--- config.mk ---
export PLATFORM = sky130hd
export DESIGN_NAME = least_recent_link_service_arbiter
export DESIGN_NICKNAME = d
export VERILOG_FILES = /design/src/lrlsa_pkg.sv /design/src/least_recent_link_service_arbiter.sv /design/src/lrlsa_ctrl.sv /design/src/lrlsa_dp.sv
export SDC_FILE = /design/constraint.sdc
export NUM_CORES = 1
export LEC_CHECK = 0
export BUFFER_PORTS_ARGS = -buffer_cell sky130_fd_sc_hd__buf_2
export CELL_PAD_IN_SITES_DETAIL_PLACEMENT = 2
export CELL_PAD_IN_SITES_GLOBAL_PLACEMENT = 2
export CORE_UTILIZATION = 47
export DETAILED_ROUTE_END_ITERATION = 8
export HOLD_SLACK_MARGIN = 0.02
export MAX_ROUTING_LAYER = met4
export PLACE_DENSITY_LB_ADDON = 0.1
export SLEW_MARGIN = 20
export SYNTH_ARGS = -nofsm -noshare
export SYNTH_HDL_FRONTEND = slang
export SYNTH_SLANG_ARGS = --single-unit
--- constraint.sdc ---
create_clock -name clk -period 12.16 [get_ports clk]
set_input_delay 1.216 -clock clk [delete_from_list [all_inputs] [get_ports clk]]
set_output_delay 1.216 -clock clk [all_outputs]
set_load 0.01 [all_outputs]
--- src/lrlsa_pkg.sv ---
// ----------------------------------------------------------------------------
// lrlsa_pkg
// Shared types and constants for the least-recently-served link arbiter.
// ----------------------------------------------------------------------------
package lrlsa_pkg;

	localparam int ENTRY_COUNT  = 16;
	localparam int STAMP_WIDTH  = 31;
	localparam int IDX_W        = $clog2(ENTRY_COUNT);
	localparam int IDX_FIELD_W  = 4;
	localparam int MASK_W       = 16;
	localparam int CMD_W        = 2;
	localparam int IN_DATA_W    = 72;
	localparam int OUT_DATA_W   = 8;

	typedef logic [STAMP_WIDTH-1:0] stamp_t;

	localparam stamp_t STAMP_MAX = {STAMP_WIDTH{1'b1}};

	typedef enum logic [CMD_W-1:0] {
		CMD_ACQUIRE = 2'd0,
		CMD_RELEASE = 2'd1,
		CMD_INSTALL = 2'd2
	} cmd_t;

	typedef enum logic [1:0] {
		ST_IDLE,
		ST_SCAN,
		ST_APPLY
	} state_t;

	typedef struct packed {
		logic load_in;
		logic scan_step;
		logic apply;
	} dp_cmd_t;

	typedef struct packed {
		logic is_acquire;
		logic scan_last;
		logic out_free;
	} dp_stat_t;

endpackage

--- src/least_recent_link_service_arbiter.sv ---
// Acquire: the result beat is registered after the entry scan, which steps
//   through the entries one at a time with a single stamp comparator.
// Release / install: no entry scan; the result is registered on apply.
// One beat in flight; the next beat is accepted once its result is registered.
// Reset clears all locks, stamps and the service tick at once.
// ----------------------------------------------------------------------------
// least_recent_link_service_arbiter
// Grants the eligible link entry with the oldest service stamp; handles
// release and install of entries.
// ----------------------------------------------------------------------------
module least_recent_link_service_arbiter (
	input  logic                             clk,
	input  logic                             arst_n,
	input  logic                             s_tvalid,
	output logic                             s_tready,
	// allow_connect[0], entry_index[4:1], present_mask[20:5],
	// enabled_mask[36:21], open_mask[52:37], reconnect_mask[68:53]
	input  logic [lrlsa_pkg::IN_DATA_W-1:0]  s_tdata,
	// command[1:0]
	input  logic [lrlsa_pkg::CMD_W-1:0]      s_tuser,
	output logic                             m_tvalid,
	input  logic                             m_tready,
	// granted[0], grant_index[4:1], fault[5]
	output logic [lrlsa_pkg::OUT_DATA_W-1:0] m_tdata
);
	import lrlsa_pkg::*;

	dp_cmd_t  dp_cmd;
	dp_stat_t dp_stat;

	lrlsa_ctrl u_ctrl (
		.clk      (clk),
		.arst_n   (arst_n),
		.s_tvalid (s_tvalid),
		.s_tready (s_tready),
		.stat     (dp_stat),
		.cmd      (dp_cmd)
	);

	lrlsa_dp u_dp (
		.clk      (clk),
		.arst_n   (arst_n),
		.s_tdata  (s_tdata),
		.s_tuser  (s_tuser),
		.m_tvalid (m_tvalid),
		.m_tready (m_tready),
		.m_tdata  (m_tdata),
		.cmd      (dp_cmd),
		.stat     (dp_stat)
	);

endmodule

--- src/lrlsa_ctrl.sv ---
// ----------------------------------------------------------------------------
// lrlsa_ctrl
// Sequencer: accept a beat, scan the entry table for an acquire, apply the update and
// hand the result to the output register.
// ----------------------------------------------------------------------------
module lrlsa_ctrl (
	input  logic                clk,
	input  logic                arst_n,
	input  logic                s_tvalid,
	output logic                s_tready,
	input  lrlsa_pkg::dp_stat_t stat,
	output lrlsa_pkg::dp_cmd_t  cmd
);
	import lrlsa_pkg::*;

	state_t state_q;
	state_t state_nxt;

	always_ff @(posedge clk or negedge arst_n) begin
		if (!arst_n) begin
			state_q <= ST_IDLE;
		end else begin
			state_q <= state_nxt;
		end
	end

	always_comb begin
		state_nxt = state_q;
		case (state_q)
			ST_IDLE: begin
				if (s_tvalid) state_nxt = ST_SCAN;
			end
			ST_SCAN: begin
				if (!stat.is_acquire || stat.scan_last) state_nxt = ST_APPLY;
			end
			ST_APPLY: begin
				if (stat.out_free) state_nxt = ST_IDLE;
			end
			default: begin
				state_nxt = ST_IDLE;
			end
		endcase
	end

	always_comb begin
		s_tready      = 1'b0;
		cmd.load_in   = 1'b0;
		cmd.scan_step = 1'b0;
		cmd.apply     = 1'b0;
		case (state_q)
			ST_IDLE: begin
				s_tready    = 1'b1;
				cmd.load_in = s_tvalid;
			end
			ST_SCAN: begin
				cmd.scan_step = stat.is_acquire;
			end
			ST_APPLY: begin
				cmd.apply = stat.out_free;
			end
			default: begin
				s_tready = 1'b0;
			end
		endcase
	end

endmodule

--- src/lrlsa_dp.sv ---
// ----------------------------------------------------------------------------
// lrlsa_dp
// Entry table (locks, stamps, tick), sequential min-stamp scan and the
// output register.
// ----------------------------------------------------------------------------
module lrlsa_dp (
	input  logic                             clk,
	input  logic                             arst_n,
	input  logic [lrlsa_pkg::IN_DATA_W-1:0]  s_tdata,
	input  logic [lrlsa_pkg::CMD_W-1:0]      s_tuser,
	output logic                             m_tvalid,
	input  logic                             m_tready,
	output logic [lrlsa_pkg::OUT_DATA_W-1:0] m_tdata,
	input  lrlsa_pkg::dp_cmd_t               cmd,
	output lrlsa_pkg::dp_stat_t              stat
);
	import lrlsa_pkg::*;

	// captured beat
	cmd_t                   cmd_q;
	logic                   allow_q;
	logic [IDX_FIELD_W-1:0] idx_q;
	logic [MASK_W-1:0]      pres_q;
	logic [MASK_W-1:0]      en_q;
	logic [MASK_W-1:0]      open_q;
	logic [MASK_W-1:0]      rec_q;

	// table state
	logic                   lock_q [ENTRY_COUNT];
	stamp_t                 stamp_q [ENTRY_COUNT];
	stamp_t                 tick_q;

	// scan
	logic [IDX_W-1:0]       cnt_q;
	logic                   found_q;
	logic [IDX_W-1:0]       best_q;
	stamp_t                 best_stamp_q;

	logic                   m_tvalid_q;
	logic [OUT_DATA_W-1:0]  m_tdata_q;

	logic                   elig;
	logic                   better;
	logic                   idx_ok;
	logic [IDX_W-1:0]       idx_sel;
	logic                   res_granted;
	logic [IDX_FIELD_W-1:0] res_gidx;
	logic                   res_fault;

	always_ff @(posedge clk) begin
		if (cmd.load_in) begin
			cmd_q   <= cmd_t'(s_tuser);
			allow_q <= s_tdata[0];
			idx_q   <= s_tdata[4:1];
			pres_q  <= s_tdata[20:5];
			en_q    <= s_tdata[36:21];
			open_q  <= s_tdata[52:37];
			rec_q   <= s_tdata[68:53];
		end
	end

	assign elig = pres_q[cnt_q] && !lock_q[cnt_q] && (en_q[cnt_q] || open_q[cnt_q]) &&
		(allow_q || (open_q[cnt_q] && en_q[cnt_q] && !rec_q[cnt_q]));
	assign better = elig && (!found_q || (stamp_q[cnt_q] < best_stamp_q));

	always_ff @(posedge clk or negedge arst_n) begin
		if (!arst_n) begin
			cnt_q   <= '0;
			found_q <= 1'b0;
		end else if (cmd.load_in) begin
			cnt_q   <= '0;
			found_q <= 1'b0;
		end else if (cmd.scan_step) begin
			cnt_q <= cnt_q + 1'b1;
			if (better) found_q <= 1'b1;
		end
	end

	always_ff @(posedge clk) begin
		if (cmd.scan_step && better) begin
			best_q       <= cnt_q;
			best_stamp_q <= stamp_q[cnt_q];
		end
	end

	assign idx_ok  = (int'(idx_q) < ENTRY_COUNT);
	assign idx_sel = idx_q[IDX_W-1:0];

	always_comb begin
		res_granted = 1'b0;
		res_gidx    = '0;
		res_fault   = 1'b0;
		case (cmd_q)
			CMD_ACQUIRE: begin
				res_granted = found_q;
				res_gidx    = found_q ? IDX_FIELD_W'(best_q) : '0;
			end
			CMD_RELEASE: begin
				res_fault = !idx_ok || !lock_q[idx_sel];
			end
			default: begin
				res_granted = 1'b0;
			end
		endcase
	end

	always_ff @(posedge clk or negedge arst_n) begin
		if (!arst_n) begin
			for (int i = 0; i < ENTRY_COUNT; i++) begin
				lock_q[i]  <= 1'b0;
				stamp_q[i] <= '0;
			end
			tick_q <= '0;
		end else if (cmd.apply) begin
			case (cmd_q)
				CMD_ACQUIRE: begin
					if (found_q) begin
						lock_q[best_q] <= 1'b1;
						if (tick_q == STAMP_MAX) begin
							// tick wrap: restart all stamps
							for (int i = 0; i < ENTRY_COUNT; i++) begin
								stamp_q[i] <= (IDX_W'(i) == best_q) ? stamp_t'(1) : '0;
							end
							tick_q <= stamp_t'(1);
						end else begin
							tick_q          <= tick_q + 1'b1;
							stamp_q[best_q] <= tick_q + 1'b1;
						end
					end
				end
				CMD_RELEASE: begin
					if (idx_ok) lock_q[idx_sel] <= 1'b0;
				end
				CMD_INSTALL: begin
					if (idx_ok) begin
						lock_q[idx_sel]  <= 1'b0;
						stamp_q[idx_sel] <= '0;
					end
				end
				default: begin
					tick_q <= tick_q;
				end
			endcase
		end
	end

	always_ff @(posedge clk or negedge arst_n) begin
		if (!arst_n) begin
			m_tvalid_q <= 1'b0;
		end else if (cmd.apply) begin
			m_tvalid_q <= 1'b1;
		end else if (m_tready) begin
			m_tvalid_q <= 1'b0;
		end
	end

	always_ff @(posedge clk) begin
		if (cmd.apply) begin
			m_tdata_q <= {2'b00, res_fault, res_gidx, res_granted};
		end
	end

	assign m_tvalid = m_tvalid_q;
	assign m_tdata  = m_tdata_q;

	assign stat.is_acquire = (cmd_q == CMD_ACQUIRE);
	assign stat.scan_last  = (int'(cnt_q) == ENTRY_COUNT - 1);
	assign stat.out_free   = !m_tvalid_q || m_tready;

endmodule
==> impl_metrics.sql, run 1 <==
INSERT INTO impl_metrics (metric_group, metric, value, unit) VALUES
('clock_tree', 'cts-resized-gates', '0', ''),
('worst_hold_path', 'whs_endpoint', 'u_dp.stamp_q[419]', ''),
('floorplan', 'core_region_area', '61830', 'sq um'),
('worst_setup_path', 'r2r_start', 'u_dp.cnt_q[0]', ''),
('clock_tree', 'holdBufCountCts', '0', ''),
('synthesis', 'yosys-top-cells-area', 'sky130_fd_sc_hd__dfrtp_1 (47%), sky130_fd_sc_hd__mux4_2 (12%), sky130_fd_sc_hd__edfxtp_1 (11%)', ''),
('worst_setup_path', 'cpPeakStageDelay', '0.93', 'ns'),
('drt', 'iteration_0_drc_count_of_the_detailed_router', '1630', ''),
('status', 'status', 'completed', ''),
('clock_tree', 'cts_clock_pin_slew_for_the_worst_setup_and_hold_paths', '0.06', 'ns'),
('worst_setup_path', 'critical_path.slowest_cell', 'sky130_fd_sc_hd__and3_2', ''),
('finish', 'diodes', '0', ''),
('worst_setup_path', 'critical_path_required', '12.41', 'ns'),
('worst_setup_path', 'setup.worst_path.start_class', 'flip-flop', ''),
('worst_setup_path', 'rrSetupSlack', '6.67', 'ns'),
('floorplan', 'rows', '91', ''),
('floorplan', 'die_y', '252.2', 'microns'),
('clock_tree', 'tritoncts.num_buffers', '74', ''),
('worst_setup_path', 'r2r.worst_path.cells', '10', ''),
('drt', 'firstDrtPassIters', '5', ''),
('worst_setup_path', 'worstSetupEndpointType', 'flip-flop', ''),
('timing', 'skew', '0.02973', 'ns'),
('finish', 'layout.nets', '2621', ''),
('clock_tree', 'tritoncts_clock_tree', 'done', ''),
('finish', 'drive_gt1_share', '18.48', '%'),
('worst_hold_path', 'hold_path.class', 'reg2reg', ''),
('pwr', 'peakVddDrop', '151.8', 'uV'),
('drt', 'routed_wire_length_per_instance', '31.82', 'microns'),
('grt', 'grt_overflow', '0', ''),
('synthesis', 'syn_area', '29430', 'sq um'),
('synthesis', 'netlist_top_cells_count', 'sky130_fd_sc_hd__dfrtp_1 (551), sky130_fd_sc_hd__nand2_1 (495), sky130_fd_sc_hd__o21ai_0 (251)', ''),
('drt', 'dr_total_vias', '22140', ''),
('finish', 'syn_to_final_growth', '12.68', '%'),
('synthesis', 'synth_top_family_by_area', 'compound AO/OA/AOI/OAI gates', ''),
('timing', 'slew_headroom', '19.58', '%'),
('synthesis', 'post_synth_edffs', '112', ''),
('floorplan', 'start_util', '47.59', '%'),
('timing', 'fmax', '182.2', 'MHz'),
('synthesis', 'synth_seq_area_share', '58.29', '%'),
('synthesis', 'synthesized_area_fraction_occupied_by_ao_oa_aoi_and_oai_cells', '13.14', '%'),
('synthesis', 'syn_avg_cell_area', '11.93', 'sq um'),
('synthesis', 'post_synth_and_or_nand_nor_area_fraction', '10.38', '%'),
('timing', 'finalSetupTns', '0', 'ns'),
('grt', 'number_of_global_route_vias_before_repair', '24910', ''),
('timing', 'timing.final.max_slew_violations', '0', ''),
('clock_tree', 'clock_latency', '0.65', 'ns'),
('grt', 'grt_pass1_wl', '162900', 'microns'),
('clock_tree', 'htreeDepth', '3', ''),
('pwr', 'static-leakage-power', '13.89', 'nW'),
('placed_design', 'io_buffer_count', '82', ''),
('finish', 'finalNonFillerCells', '3407', ''),
('drt', 'routed_wl', '108400', 'microns'),
('floorplan', 'fp.dieArea', '63610', 'sq um'),
('grt', 'maximum_number_of_pins_on_one_net_before_global_route_repair', '173', ''),
('grt', 'antenna_found_initial', '1', ''),
('synthesis', 'yosysMostFrequentCell', 'sky130_fd_sc_hd__dfrtp_1', ''),
('timing', 'min_period', '5.487', 'ns'),
('synthesis', 'ys_ff_latch', '663', ''),
('clock_tree', 'max_root_sink_buffers', '3', ''),
('clock_tree', 'post-cts-setup-buffers', '0', ''),
('synthesis', 'post_synthesis_cell_type_count', '73', ''),
('floorplan', 'fp.dieW', '252.2', 'microns'),
('synthesis', 'netlist_instances', '2466', ''),
('synthesis', 'synth-xor-area-share', '1.335', '%'),
('worst_hold_path', 'min_delay_path_depth', '2', ''),
('timing', 'setup_viol_count_final', '0', ''),
('worst_setup_path', 'crit_type', 'reg2reg', ''),
('synthesis', 'synthesis.yosys.warnings', '0', ''),
('worst_setup_path', 'worst_ep_arrival_time', '5.73', 'ns'),
('timing', 'worst_max_slew_pin_slew', '1.206', 'ns'),
('synthesis', 'synth-main-ff-cell', 'sky130_fd_sc_hd__dfrtp_1', '');
[layout make-up]
class	instances	area, sq um
fillers	5857	28670
flip-flops and latches	663	17160
multi-input cells	1583	11450
clock buffers	110	2178
well taps	837	1047
repair buffers	137	889.6
clock inverters	28	246.5
inverters	49	183.9
[registers in the layout, indices dropped and copies added, names as in the netlist]
signal and cells:
u_dp.tick_q 31, u_dp.idx_q 4, u_ctrl.state_q 2, u_dp.open_q 16, u_dp.rec_q 16, u_dp.m_tvalid 1
u_dp.en_q 16, u_dp.stamp_q 496, u_dp.cnt_q 4, u_dp.m_tdata 6, u_dp.best_stamp_q 31, u_dp.lock_q 16
u_dp.cmd_q 2, u_dp.found_q 1, u_dp.allow_q 1, u_dp.best_q 4, u_dp.pres_q 16
[cells by family after synthesis]
group	Yosys count
buffers and inverters	221
xor gates and xnor gates	44
DFF	663
AOI/OAI and AO/OA	643
other	1
muxes	164
and+or+nand+nor	695
adders and majority gates	35
[layer usage]
layer | share of wire [%] | track usage [%] | vias up
li1 | - | - | 9002
met1 | 41 | 46.17 | 12050
met2 | 50 | 59.34 | 836
met3 | 5.4 | 4.305 | 255
met4 | 3.4 | 12.68 | 0
met5 | 0 | - | -
[through the flow]
stage                     util (%)  hold slack [ns]  cell area (sq um)  worst slack [ns]
after global placement       49.60           0.4560              30660             6.684
after global routing         53.63           0.5025              33160             6.431
after CTS                    53.54           0.4856              33100             6.584
final                        53.63           0.4797              33160             6.673
after floorplan                  -           0.4231              29430             7.473
after detailed placement     49.62           0.4718              30680             6.642
[worst max path at each step]
stage / startpoint / end / slack (ns) / depth (start not counted)
floorplan: u_dp.cnt_q[0] / u_dp.best_q[0] / 7.47 / 12
global placement: u_dp.cnt_q[0] / u_dp.best_stamp_q[24] / 6.68 / 10
detailed placement: u_dp.cnt_q[0] / u_dp.best_stamp_q[25] / 6.64 / 10
CTS: u_dp.cnt_q[0] / u_dp.best_stamp_q[20] / 6.58 / 10
global route: u_dp.cnt_q[0] / u_dp.best_stamp_q[24] / 6.43 / 10
finish: u_dp.cnt_q[0] / u_dp.best_stamp_q[16] / 6.67 / 10
[worst max-delay path, delay by kind of cell (launching register included)]
kind,cells,cell delay [ns]
AOI/OAI and AO/OA,4,0.99
adders and majority gates,1,0.34
buffers and inverters,1,0.67
DFF,1,0.85
muxes,2,1.15
and+or+nand+nor,2,1.01
[cells in the final DEF, fill, tap and decap left out, drive strengths merged, types with 3 or more instances in the layout]
cell type  instances
inv               55
o21ai            409
xor2              22
nand3             31
nand3b             5
ha                35
nand4             16
nand2b            15
nor3              13
mux2               5
a221o             16
nor3b              5
dfrtp            551
o22ai              4
o32ai              7
edfxtp           112
bufinv             3
a22o             112
nor2b             15
a211oi             3
nand2            496
clkbuf           110
nor4               7
a21oi             60
a21o               6
buf              137
a31oi              3
mux4             157
and3              10
nor2              61
nor4b              6
clkinv            18
o31ai              5
xnor2             22
[power by group]
part           switching [mW]  internal, mW  total (mW)  leakage [nW]
clock                   0.964          1.31        2.27          1.20
combinational           0.338         0.168       0.506          3.98
sequential             0.0886          2.35        2.44          8.71
total                    1.39          3.83        5.22          13.9
Note: power is estimated with default switching activity, not from simulation.
==> run 2: changes to the inputs <==
--- a/config.mk
+++ b/config.mk
@@ -8,7 +8,7 @@
 export BUFFER_PORTS_ARGS = -buffer_cell sky130_fd_sc_hd__buf_2
 export CELL_PAD_IN_SITES_DETAIL_PLACEMENT = 2
 export CELL_PAD_IN_SITES_GLOBAL_PLACEMENT = 2
-export CORE_UTILIZATION = 47
+export CORE_UTILIZATION = 43
 export DETAILED_ROUTE_END_ITERATION = 8
 export HOLD_SLACK_MARGIN = 0.02
 export MAX_ROUTING_LAYER = met4
==> constraint.sdc (replaced) <==
create_clock -name clk -period 5.33 [get_ports clk]
set_input_delay 0.533 -clock clk [delete_from_list [all_inputs] [get_ports clk]]
set_output_delay 0.533 -clock clk [all_outputs]
set_load 0.01 [all_outputs]
==> impl_metrics.sql, run 2 (same netlist as run 1, synthesis figures left out) <==
INSERT INTO impl_metrics (metric_group, metric, value, unit) VALUES
('status', 'status', 'completed', ''),
('grt', 'antenna_found_initial', '1', ''),
('placed_design', 'io_buffer_count', '82', ''),
('floorplan', 'fp.dieArea', '69480', 'sq um'),
('timing', 'setup_repair_after_global_routing_missed_its_margin', 'false', ''),
('pwr', 'switch_pwr', '3.149', 'mW'),
('floorplan', 'rows', '95', ''),
('timing', 'slew_headroom', '21.89', '%'),
('timing', 'worst_max_slew_pin_slew', '1.172', 'ns'),
('pwr', 'seq_power_share', '46.0', '%'),
('worst_setup_path', 'worstSetupEndpoint', 'u_dp.best_stamp_q[21]', ''),
('placed_design', 'routabilityCongestion', '0.8286', ''),
('pwr', 'peakVddDrop', '318.5', 'uV'),
('worst_setup_path', 'cell_by_cell_trace_of_the_critical_path', 'buf_12 > buf_12 > mux4_2 > mux4_2 > ha_1 > a21o_1 > a21o_1 > a21oi_1 > nand2_1 > o21ai_0 > and3_2 > buf_4', ''),
('timing', 'timing.final.max_slew_violations', '0', ''),
('floorplan', 'start_util', '43.66', '%'),
('clock_tree', 'htreeDepth', '3', ''),
('floorplan', 'core_region_area', '67400', 'sq um'),
('finish', 'layout_commonest_cell', 'sky130_fd_sc_hd__dfrtp_1', ''),
('floorplan', 'fp.dieW', '263.6', 'microns'),
('finish', 'layout.nets', '2636', ''),
('worst_setup_path', 'critical_path.max_fanout', '23', ''),
('worst_setup_path', 'crit_buf_inv', '3', ''),
('worst_setup_path', 'critical_path.startpoint', 'u_dp.cnt_q[0]', ''),
('worst_setup_path', 'rrSetupSlack', '0.65', 'ns'),
('worst_setup_path', 'cpPeakStageDelay', '0.74', 'ns'),
('clock_tree', 'clock_latency', '0.62', 'ns'),
('worst_setup_path', 'r2r_start', 'u_dp.cnt_q[0]', ''),
('pwr', 'static-leakage-power', '14.00', 'nW'),
('worst_setup_path', 'r2r.worst_path.cells', '12', ''),
('timing', 'fmax', '213.5', 'MHz'),
('run', 'max_cap_violations', '0', ''),
('timing', 'finalSetupTns', '0', 'ns'),
('finish', 'drive_gt1_share', '18.77', '%'),
('drt', 'route.detailed.drc', '0', ''),
('worst_setup_path', 'r2r-end', 'u_dp.best_stamp_q[21]', ''),
('drt', 'antenna_nets_post_route', '0', ''),
('finish', 'syn_to_final_growth', '13.73', '%'),
('grt', 'grtUsageTotal', '31.34', '%'),
('pwr', 'total_power', '12.06', 'mW'),
('pwr', 'power.clock.fraction', '43.7', '%'),
('worst_setup_path', 'worst_path_dominant_cell_family', 'multiplexers', ''),
('drt', 'viasPerCell', '6.211', ''),
('timing', 'min_period', '4.683', 'ns'),
('floorplan', 'io_pins', '88', ''),
('finish', 'largest-register', 'u_dp.stamp_q', ''),
('timing', 'timing_hold_violations_final', '0', ''),
('timing', 'skew', '0.02029', 'ns'),
('drt', 'routed_wire_length_per_instance', '29.83', 'microns'),
('finish', 'layout_top_registers', 'u_dp.stamp_q: 496 flops, u_dp.best_stamp_q: 31 flops, u_dp.tick_q: 31 flops', ''),
('timing', 'setup_viol_count_final', '0', ''),
('pwr', 'p_comb_share', '10.2', '%'),
('grt', 'number_of_global_route_vias_before_repair', '24320', ''),
('pwr', 'p_int', '8.912', 'mW'),
('placed_design', 'detailed_place_hpwl', '64880', 'microns'),
('floorplan', 'die_y', '263.6', 'microns'),
('clock_tree', 'tritoncts.num_buffers', '75', ''),
('worst_setup_path', 'worstSetupEndpointType', 'flip-flop', ''),
('worst_setup_path', 'critical_path_required', '5.61', 'ns'),
('worst_setup_path', 'worstSetupPathDepth', '12', ''),
('worst_setup_path', 'setup.worst_path.start_class', 'flip-flop', ''),
('worst_hold_path', 'hold_path.class', 'in2reg', ''),
('clock_tree', 'clock_tree.root_cell', 'sky130_fd_sc_hd__clkbuf_16', ''),
('drt', 'dr_total_vias', '21490', ''),
('drt', 'iteration_0_drc_count_of_the_detailed_router', '1703', ''),
('pwr', 'power.density', '360.4', 'nW/um^2'),
('grt', 'grt_overflow', '0', ''),
('grt', 'grt_pass1_wl', '157400', 'microns'),
('clock_tree', 'tritoncts_clock_tree', 'done', ''),
('worst_setup_path', 'crit_type', 'reg2reg', ''),
('clock_tree', 'post-cts-setup-buffers', '0', ''),
('worst_setup_path', 'critical_path.slowest_cell', 'sky130_fd_sc_hd__dfrtp_4', ''),
('pwr', 'switching_share', '26.11', '%'),
('worst_setup_path', 'worst_ep_arrival_time', '4.97', 'ns'),
('drt', 'firstDrtPassIters', '5', ''),
('finish', 'final_cell_mix', 'sky130_fd_sc_hd__dfrtp_1 (547), sky130_fd_sc_hd__nand2_1 (495), sky130_fd_sc_hd__o21ai_0 (251)', ''),
('timing', 'final_min_period_over_clock_period', '87.86', '%'),
('finish', 'largest_register_ffs', '496', ''),
('grt', 'maximum_number_of_pins_on_one_net_before_global_route_repair', '162', ''),
('clock_tree', 'clock-sinks', '663', ''),
('drt', 'routed_wl', '103200', 'microns'),
('clock_tree', 'max_root_sink_buffers', '3', ''),
('clock_tree', 'cts_clock_pin_slew_for_the_worst_setup_and_hold_paths', '0.06', 'ns');
## run 2: cell types whose count changed in the layout (fill, tap and decap cells not counted), sizes merged
cell         previous run  this run
bufinv                  3         5
clkbuf                110       106
buf                   137       150
inv                    55        50
diode                   0         3
dlygate4sd3             0         1
clkinvlp                1         3
clkinv                 18        23
## run 2: cell type report
cell class / instances / area, sq um
Antenna cell: 3 / 7.507
Clock buffer: 106 / 2198
Clock inverter: 32 / 284.0
Fill cell: 6480 / 33930
Inverter: 49 / 183.9
Multi-Input combinational cell: 1583 / 11500
Sequential cell: 663 / 17160
Tap cell: 873 / 1092
Timing Repair Buffer: 151 / 1041
## run 2: how the worst min path moves through the flow
stage / from / to / depth (start not counted)
3_5_place_dp: u_dp.stamp_q[28] / u_dp.stamp_q[28] / 2
3_3_place_gp: u_dp.stamp_q[167] / u_dp.stamp_q[167] / 2
2_1_floorplan: arst_n / u_ctrl.state_q[0] / 0
4_1_cts: s_tdata[34] / u_dp.en_q[13] / 1
5_1_grt: s_tdata[42] / u_dp.open_q[5] / 1
6_report: s_tdata[28] / u_dp.en_q[7] / 1
## run 2: power by group through the flow
| stage | clock network [mW] | registers, mW | logic [mW] |
|---|---|---|---|
| global route | 5.53 | 5.57 | 1.33 |
| finish | 5.28 | 5.55 | 1.24 |
| detailed placement | 0 | 5.64 | 1.24 |
| CTS | 5.34 | 5.55 | 1.25 |
| floorplan | 0 | 5.52 | 0.804 |
| global placement | 0 | 5.63 | 1.20 |
## run 2: timing repair
item,in CTS,in global routing
hold buffers,1,0
gates resized for setup,0,0
endpoints found under the hold margin,54,0
## run 2: worst register-to-register path: cells and delay by family (launching register included)
family | cells | cell delay (ns)
flops | 1 | 0.74
mux | 2 | 1.10
buf+inv | 3 | 0.84
simple gates | 2 | 0.40
fa+ha+maj | 1 | 0.21
compound gates | 4 | 1.05
## run 2: routing by layer
layer | part of all wire (%) | global-route usage (%) | up-vias
li1 | - | - | 9038
met1 | 42 | 40.29 | 11640
met2 | 51 | 52.29 | 625
met3 | 4.6 | 3.554 | 185
met4 | 3.0 | 9.515 | 0
met5 | 0 | - | -
## run 2: metrics by stage
step	worst slack, ns	instance area, sq um	utilization [%]	hold WS, ns	cells
after floorplan	0.6427	29430	-	0.2374	2467
after global placement	0.7356	30940	45.90	0.4560	3318
after detailed placement	0.6375	30940	45.90	0.4675	3318
after CTS	0.5835	33430	49.60	0.06077	3457
after global routing	0.4565	33460	49.65	0.06904	3458
final	0.6471	33470	49.66	0.08646	3460
